===== config.mk =====
export PLATFORM = sky130hd
export DESIGN_NAME = scf_state
export DESIGN_NICKNAME = d
export VERILOG_FILES = /design/src/hdl/scf_pkg.sv /design/src/hdl/scf_state.sv
export SDC_FILE = /design/constraint.sdc
export NUM_CORES = 1
export LEC_CHECK = 0
export ABC_AREA = 1
export BUFFER_PORTS_ARGS = -buffer_cell sky130_fd_sc_hd__buf_2
export CORE_ASPECT_RATIO = 1.75
export CORE_MARGIN = 2
export CORE_UTILIZATION = 57
export CTS_BUF_LIST = sky130_fd_sc_hd__clkbuf_16
export CTS_CLUSTER_SIZE = 28
export DETAILED_ROUTE_END_ITERATION = 12
export PLACE_DENSITY = 0.82
export SLEW_MARGIN = 20
export SYNTH_ARGS = -nofsm -noshare
export SYNTH_HDL_FRONTEND = slang
export SYNTH_SLANG_ARGS = --single-unit

===== constraint.sdc =====
create_clock -name clk -period 2.4 [get_ports clk]
set_input_delay 0.24 -clock clk [delete_from_list [all_inputs] [get_ports clk]]
set_output_delay 0.24 -clock clk [all_outputs]
set_load 0.1 [all_outputs]

===== src/hdl/scf_pkg.sv =====
// ============================================================================
// scf_pkg: shared types and constants of the stored frame checker
// Header layout constants, status codes, the frame state view and the
// byte-wide reflected CRC-32 step.
// ============================================================================
`timescale 1ns / 1ps

package scf_pkg;

  localparam logic [31:0] CRC_POLY  = 32'hEDB8_8320;
  localparam logic [31:0] CRC_INIT  = 32'hFFFF_FFFF;
  localparam logic [31:0] MAGIC     = 32'h434C_4231;  // "CLB1"
  localparam logic [7:0]  VERSION   = 8'd1;
  localparam logic [7:0]  CODEC_STORED = 8'd0;
  localparam logic [63:0] RAW_LIMIT = 64'd8 << 30;
  localparam logic [63:0] HDR_LAST  = 64'd31;

  // Final status codes; scf_status ranks ST_UNSUPPORTED above ST_STORED_LEN.
  localparam logic [2:0] ST_OK          = 3'd0;
  localparam logic [2:0] ST_MAGIC       = 3'd1;
  localparam logic [2:0] ST_FLAGS       = 3'd2;
  localparam logic [2:0] ST_LENGTHS     = 3'd3;
  localparam logic [2:0] ST_FRAME_CRC   = 3'd4;
  localparam logic [2:0] ST_STORED_LEN  = 3'd5;
  localparam logic [2:0] ST_UNSUPPORTED = 3'd6;
  localparam logic [2:0] ST_PAYLOAD_CRC = 3'd7;

  // Frame state as it stands after the current byte has been taken in.
  typedef struct packed {
    logic        fwd;
    logic        magic_ok;
    logic        flags_ok;
    logic [7:0]  codec;
    logic [63:0] raw_length;
    logic [63:0] payload_size;
    logic [31:0] exp_pay_crc;
    logic [31:0] exp_frm_crc;
    logic [31:0] run_pay_crc;
    logic [31:0] run_frm_crc;
  } scf_view_t;

  function automatic logic [31:0] crc32_byte(logic [31:0] c, logic [7:0] b);
    logic [31:0] x;
    x = c ^ {24'd0, b};
    for (int i = 0; i < 8; i++) begin
      x = (x >> 1) ^ (CRC_POLY & {32{x[0]}});
    end
    return x;
  endfunction

  function automatic logic [7:0] magic_byte(logic [1:0] idx);
    return MAGIC[8 * (3 - 32'(idx)) +: 8];
  endfunction

endpackage


===== src/hdl/scf_state.sv =====
// ============================================================================
// scf_state: frame state registers
// Byte counter, header field capture and the two running CRC-32s.
// ============================================================================
`timescale 1ns / 1ps

module scf_state
  import scf_pkg::*;
#(
  parameter int COUNT_BITS = 40
) (
  input  logic                  clk,
  input  logic                  rst_n,
  input  logic                  step,
  input  logic                  last,
  input  logic [7:0]            data,
  output logic [COUNT_BITS-1:0] offset,
  output scf_view_t             view
);

  localparam logic [COUNT_BITS-1:0] CountMax = {COUNT_BITS{1'b1}};

  logic [COUNT_BITS-1:0] count_r, count_nxt;
  scf_view_t             st_r, st_nxt, upd;

  assign offset = count_r;
  assign view   = upd;

  always_comb begin
    upd     = st_r;
    upd.fwd = 1'b0;
    if (count_r < COUNT_BITS'(4)) begin
      if (data != magic_byte(count_r[1:0])) upd.magic_ok = 1'b0;
    end else if (count_r == COUNT_BITS'(4)) begin
      if (data != VERSION) upd.flags_ok = 1'b0;
    end else if (count_r == COUNT_BITS'(5)) begin
      upd.codec = data;
    end else if (count_r < COUNT_BITS'(8)) begin
      if (data != 8'd0) upd.flags_ok = 1'b0;
    end else if (count_r < COUNT_BITS'(16)) begin
      upd.raw_length = {st_r.raw_length[55:0], data};
    end else if (count_r < COUNT_BITS'(24)) begin
      upd.payload_size = {st_r.payload_size[55:0], data};
    end else if (count_r < COUNT_BITS'(28)) begin
      upd.exp_pay_crc = {st_r.exp_pay_crc[23:0], data};
    end else if (count_r < COUNT_BITS'(32)) begin
      upd.exp_frm_crc = {st_r.exp_frm_crc[23:0], data};
    end

    // The frame CRC skips the stored frame CRC word; the payload CRC starts
    // at the first payload byte.
    if (count_r < COUNT_BITS'(28)) begin
      upd.run_frm_crc = crc32_byte(st_r.run_frm_crc, data);
    end else if (count_r >= COUNT_BITS'(32)) begin
      upd.run_frm_crc = crc32_byte(st_r.run_frm_crc, data);
      upd.run_pay_crc = crc32_byte(st_r.run_pay_crc, data);
      upd.fwd         = (st_r.codec == CODEC_STORED);
    end
  end

  always_comb begin
    st_nxt    = st_r;
    count_nxt = count_r;
    if (step) begin
      if (last) begin
        st_nxt    = '{fwd: 1'b0, magic_ok: 1'b1, flags_ok: 1'b1, codec: '0,
                      raw_length: '0, payload_size: '0, exp_pay_crc: '0,
                      exp_frm_crc: '0, run_pay_crc: CRC_INIT, run_frm_crc: CRC_INIT};
        count_nxt = '0;
      end else begin
        st_nxt    = upd;
        count_nxt = (count_r == CountMax) ? count_r : count_r + COUNT_BITS'(1);
      end
    end
  end

  always_ff @(posedge clk) begin
    if (!rst_n) begin
      count_r <= '0;
      st_r    <= '{fwd: 1'b0, magic_ok: 1'b1, flags_ok: 1'b1, codec: '0,
                   raw_length: '0, payload_size: '0, exp_pay_crc: '0,
                   exp_frm_crc: '0, run_pay_crc: CRC_INIT, run_frm_crc: CRC_INIT};
    end else begin
      count_r <= count_nxt;
      st_r    <= st_nxt;
    end
  end

endmodule


==> results of run 1 <==
## metrics by stage
stage          std cells  TNS (ns)
3_3_place_gp        3546   -0.6889
2_1_floorplan       2893    -4.391
3_5_place_dp        3546    -3.004
4_1_cts             3657    -89.00
## synthesized netlist by cell type (4+ instances only)
master	number
nor3_2	4
nor2_1	126
inv_1	248
nand3_1	102
o21ai_1	47
a21oi_1	295
o211ai_1	73
xor2_1	103
nand3b_1	6
buf_1	22
nand2_1	1068
o21ai_0	115
xnor2_1	23
buf_2	42
inv_2	9
o21a_1	97
nand4_1	17
ha_1	4
dfxtp_1	306
clkbuf_1	114
nand2_2	9
buf_6	5
o21ai_2	8
or2_2	5
nor3_1	24
## per-layer routing
layer | overflow | global-route usage (%)
met3 | 0 | 40.93
met1 | 0 | 60.77
met2 | 6 | 90.70
met5 | 0 | 4.971
met4 | 13 | 69.91
## kinds of logic after synthesis
group | after synthesis | synth area share (%)
adders and majority gates | 4 | 0.2746
DFF | 306 | 33.61
and+or+nand+nor | 1372 | 29.99
buffers and inverters | 442 | 9.611
AOI/OAI and AO/OA | 639 | 20.11
xor gates and xnor gates | 130 | 6.412
## timing repair
item,4_1_cts
hold endpoints to repair,3
pin swaps,27
cloned,17
hold buffers,1
setup endpoints to repair,282
resized for setup,190
setup buffers,37
==> results.yml, run 1 <==
cts:
  cts.sinks: 306
  ctsLongestPathBuffers: 3
  clockRootBuffer: "clkbuf_16"
  cts_buffers: 31
  cts_htree_levels: 1
yosys:
  yosys_register_bits: 306
  synthTopCellsByArea: "dfxtp_1 (34%), nand2_1 (22%), a21oi_1 (8.1%)"
  yosysWarningCount: 0
  synth-main-ff-cell: "dfxtp_1"
  synth_top_area_share_pct: 33.61
  seq_area_frac_synth_pct: 33.61
  syn_nets: 2909
  synth_largest_area_cell: "dfxtp_1"
  avgSynthCellArea_sq_um: 6.300
  yosysUniqueCellTypes: 37
  syn-cell-area_sq_um: 18230
  synth_cells: 2893
  synth_enable_flop_cells: 0
  synthArstFlopShare_pct: 0
floorplanning:
  boundaryPins: 319
  rows: 86
  fp.dieW_um: 139.2
  start_util_pct: 57.81
  die_h_um: 240.6
global_route:
  globalRouteTotalUtil_pct: 64.67
  grt_max_degree: 140
  grt_first_pass_wirelength_um: 166400
  grt_pass1_vias: 27982
  grt-ovfl-total: 19
placed_design:
  place_ws_ns: -0.1264
  port_buffers: 318
  place_area_sq_um: 26780
  place_congestion: 1.151
  dp_hpwl_um: 52140
status:
  firstError: "[ERROR GRT-0116] Global routing finished with congestion. Check the congestion regions in the DRC Viewer."
  stop_stage: "5_1_grt"
  status: "stopped before the end"
==> inputs of run 2 (changes only) <==
CORE_ASPECT_RATIO = default   (was 1.75)
CORE_UTILIZATION = 40   (was 57)
CTS_BUF_LIST = default   (was sky130_fd_sc_hd__clkbuf_16)
CTS_CLUSTER_SIZE = default   (was 28)
PLACE_DENSITY = default   (was 0.82)
PLACE_DENSITY_LB_ADDON = 0.15   (was default)
==> run 2 against run 1 <==
Compared with the run above: the flow now finishes, with violations (negative setup slack); synthesized area stayed put; synthesized cell count unchanged.
==> results.yml, run 2 <==
power_and_ir_drop:
  pwr-share-clk_pct: 34.2
  power.leakage_uw: 0.01257
  total_power_uw: 16260
  seqPwrFrac_pct: 32.1
  peakVddDrop_mv: 0.6589
  swShare_pct: 37.38
  p_sw_uw: 6079
  p_per_area_nw_per_um2: 518.3
  p_int_uw: 10180
  comb_power_share_pct: 33.7
yosys:
  synthArstFlopShare_pct: 0
  synth_most_common_cell: "nand2_1"
  avgSynthCellArea_sq_um: 6.300
  yosysUniqueCellTypes: 37
  synth_enable_flop_cells: 0
  synthTopCellsByArea: "dfxtp_1 (34%), nand2_1 (22%), a21oi_1 (8.1%)"
  seq_area_frac_synth_pct: 33.61
  synth_cells: 2893
  synth-main-ff-cell: "dfxtp_1"
  synth_top_area_share_pct: 33.61
  synth_largest_area_cell: "dfxtp_1"
  syn_nets: 2909
  yosysWarningCount: 0
  synth_commonest_cells: "nand2_1 (1068), dfxtp_1 (306), a21oi_1 (295)"
  syn-cell-area_sq_um: 18230
  yosys_register_bits: 306
global_route:
  grt_first_pass_wirelength_um: 111800
  antenna_found_initial: 0
  grt-ovfl-total: 0
  grt_pass1_vias: 20090
  grt_max_degree: 174
  globalRouteTotalUtil_pct: 29.84
sta:
  timing.fmax_ghz: 0.3517
  drv_slew: 0
  period_share_pct: 118.5
  finalClockSkew_ns: 0.01873
  layout_min_cycle_time_ns: 2.843
  rsz0062_at_grt: "true"
  worst_pin_slew_ns: 1.014
  max-slew-margin-rel_pct: 32.37
  setup_viol: 272
  setup_slack_ns: -0.4431
  finalHoldViolCount: 0
  timing.setup.tns_ns: -91.44
placed_design:
  dp_hpwl_um: 49700
  place_congestion: 0.9125
  port_buffers: 318
  place_area_sq_um: 27290
  dp_cells: 3771
worst_setup_path:
  crit_path_start: "offset[22]$_SDFFE_PN0P_"
  crit_path_top_delay_cell: "dfxtp_4"
  reg2reg_depth: 17
  max_stage_delay_ns: 0.35
  reg2reg_slack_ns: -0.05
  r2r_end: "st_r[120]$_SDFFE_PN0P_"
  cp-endpoint: "view[167]"
  arrival_ns: 2.60
  path_class: "reg -> out"
  path_cells: "nor2_4, nand2_2, nor2_2, nand2_2, nor2_4, nand2_4, clkinv_4, nand3_4, buf_12, buf_16, nand2_2, o21a_4, buf_12"
  endpoint_kind: "primary output"
  worstPathRequired_ns: 2.16
  critPathMaxFanout: 22
  path_common_cell: "nand2_2"
  r2r_start: "offset[22]$_SDFFE_PN0P_"
  path_buf_inv: 4
  path_depth: 13
  crit_path_start_kind: "flop"
  crit_family: "simple AND/OR/NAND/NOR gates"
cts:
  clockRootBuffer: "clkbuf_16"
  cts_tree: "yes"
  clk_pin_slew_worst_paths_ns: 0.06
  ctsLongestPathBuffers: 3
  cts_htree_levels: 2
  cts.sinks: 306
  cts_hold_buf: 0
  cts_buffers: 38
  clk_latency_ns: 0.56
layout:
  regArea_sq_um: 6290
  stdcell_count: 3937
  final_common_cell: "nand2_1"
  final_nets: 3332
  largest-register: "st_r"
  antenna_cells: 0
  multiInputGateArea_sq_um: 13450
  stdcell_area_sq_um: 31370
  layout-drive-gt1-share_pct: 35.42
  mostFrequentLayoutCells: "nand2_1 (863), a21oi_1 (294), buf_12 (289), dfxtp_1 (259), inv_1 (228)"
  postLayoutCoreUtil_pct: 69.43
  largest_reg_flops: 266
  fill_cells: 3473
  syn_to_final_growth_pct: 72.12
detailed_routing:
  routed_wl_um: 77260
  dr.pass1.iters: 7
  dr.first_iter.drc_count: 1895
  ant_nets: 0
  vias_per_cell: 5.426
  post_drt_wl_per_cell_um: 19.62
  num_vias: 21363
  drc: 0
floorplanning:
  rows: 78
  dieArea_sq_um: 47290
  fp.coreArea_sq_um: 45190
  boundaryPins: 319
  fp.dieW_um: 217.5
  start_util_pct: 40.34
  die_h_um: 217.5
job:
  max_cap_viol_count: 0
worst_hold_path:
  hp-class: "in -> reg"
  min_from: "rst_n"
status:
  violations: "negative setup slack"
  status: "finished with violations"
-- run 2: per-layer routing --
metal / share of wire (%) / GRT usage (%) / routed length [um] / vias to the layer above
met1: 40 / 36.89 / 31140 / 10255
met4: 3.6 / 10.84 / 2788 / 0
met5: 0 / 0 / 0 / -
li1: - / - / - / 10117
met2: 47 / 49.07 / 36640 / 835
met3: 8.7 / 8.828 / 6683 / 156
-- run 2: how the worst min path moves through the flow --
stage	to	slack, ns	cells past startpoint
final	st_r[33]$_SDFFE_PN1P_	0.11	2
after global routing	st_r[33]$_SDFFE_PN1P_	0.09	2
after CTS	st_r[33]$_SDFFE_PN1P_	0.06	2
after detailed placement	st_r[17]$_SDFFE_PN1P_	0.45	2
after global placement	st_r[10]$_SDFFE_PN1P_	0.45	2
after floorplan	st_r[17]$_SDFFE_PN1P_	0.44	2
-- run 2: per-stage QoR --
stage / setup WS (ns) / hold slack (ns)
floorplan: -0.3743 / 0.4404
global placement: -0.001034 / 0.4507
detailed placement: -0.007675 / 0.4544
CTS: -0.3818 / 0.06393
global route: -0.5397 / 0.09077
finish: -0.4431 / 0.1051
-- run 2: cell type report --
type                    instances  area share (%)
well taps                     600           2.393
inverters                     259           3.298
clock inverters                 5          0.1755
repair buffers                564           27.74
flip-flops and latches        306           20.05
clock buffers                  56           3.474
multi-input cells            2147           42.87
-- run 2: power by group through the flow --
stage          sequential (uW)  combinational (uW)  clock, uW
5_1_grt                   5230                5730       5810
2_1_floorplan             5300                3420          0
3_3_place_gp              5310                5230          0
4_1_cts                   5210                5380       5620
3_5_place_dp              5320                5260          0
6_report                  5220                5490       5550
-- run 2: timing repair --
item | 4_1_cts | 5_1_grt
endpoints found under the setup margin | 267 | 280
setup buffers | 18 | 39
cloned | 14 | 34
pin swaps | 15 | 38
endpoints found under the hold margin | 0 | 0
resized for setup | 158 | 203
-- run 2: cells by family after synthesis --
logic type	after synthesis	synth area share, %
AO/OA/AOI/OAI	639	20.11
XOR/XNOR	130	6.412
adder cells (fa/ha/maj)	4	0.2746
buffers and inverters	442	9.611
flip-flops	306	33.61
AND/OR/NAND/NOR	1372	29.99
Note: power is estimated with default switching activity, not from simulation.
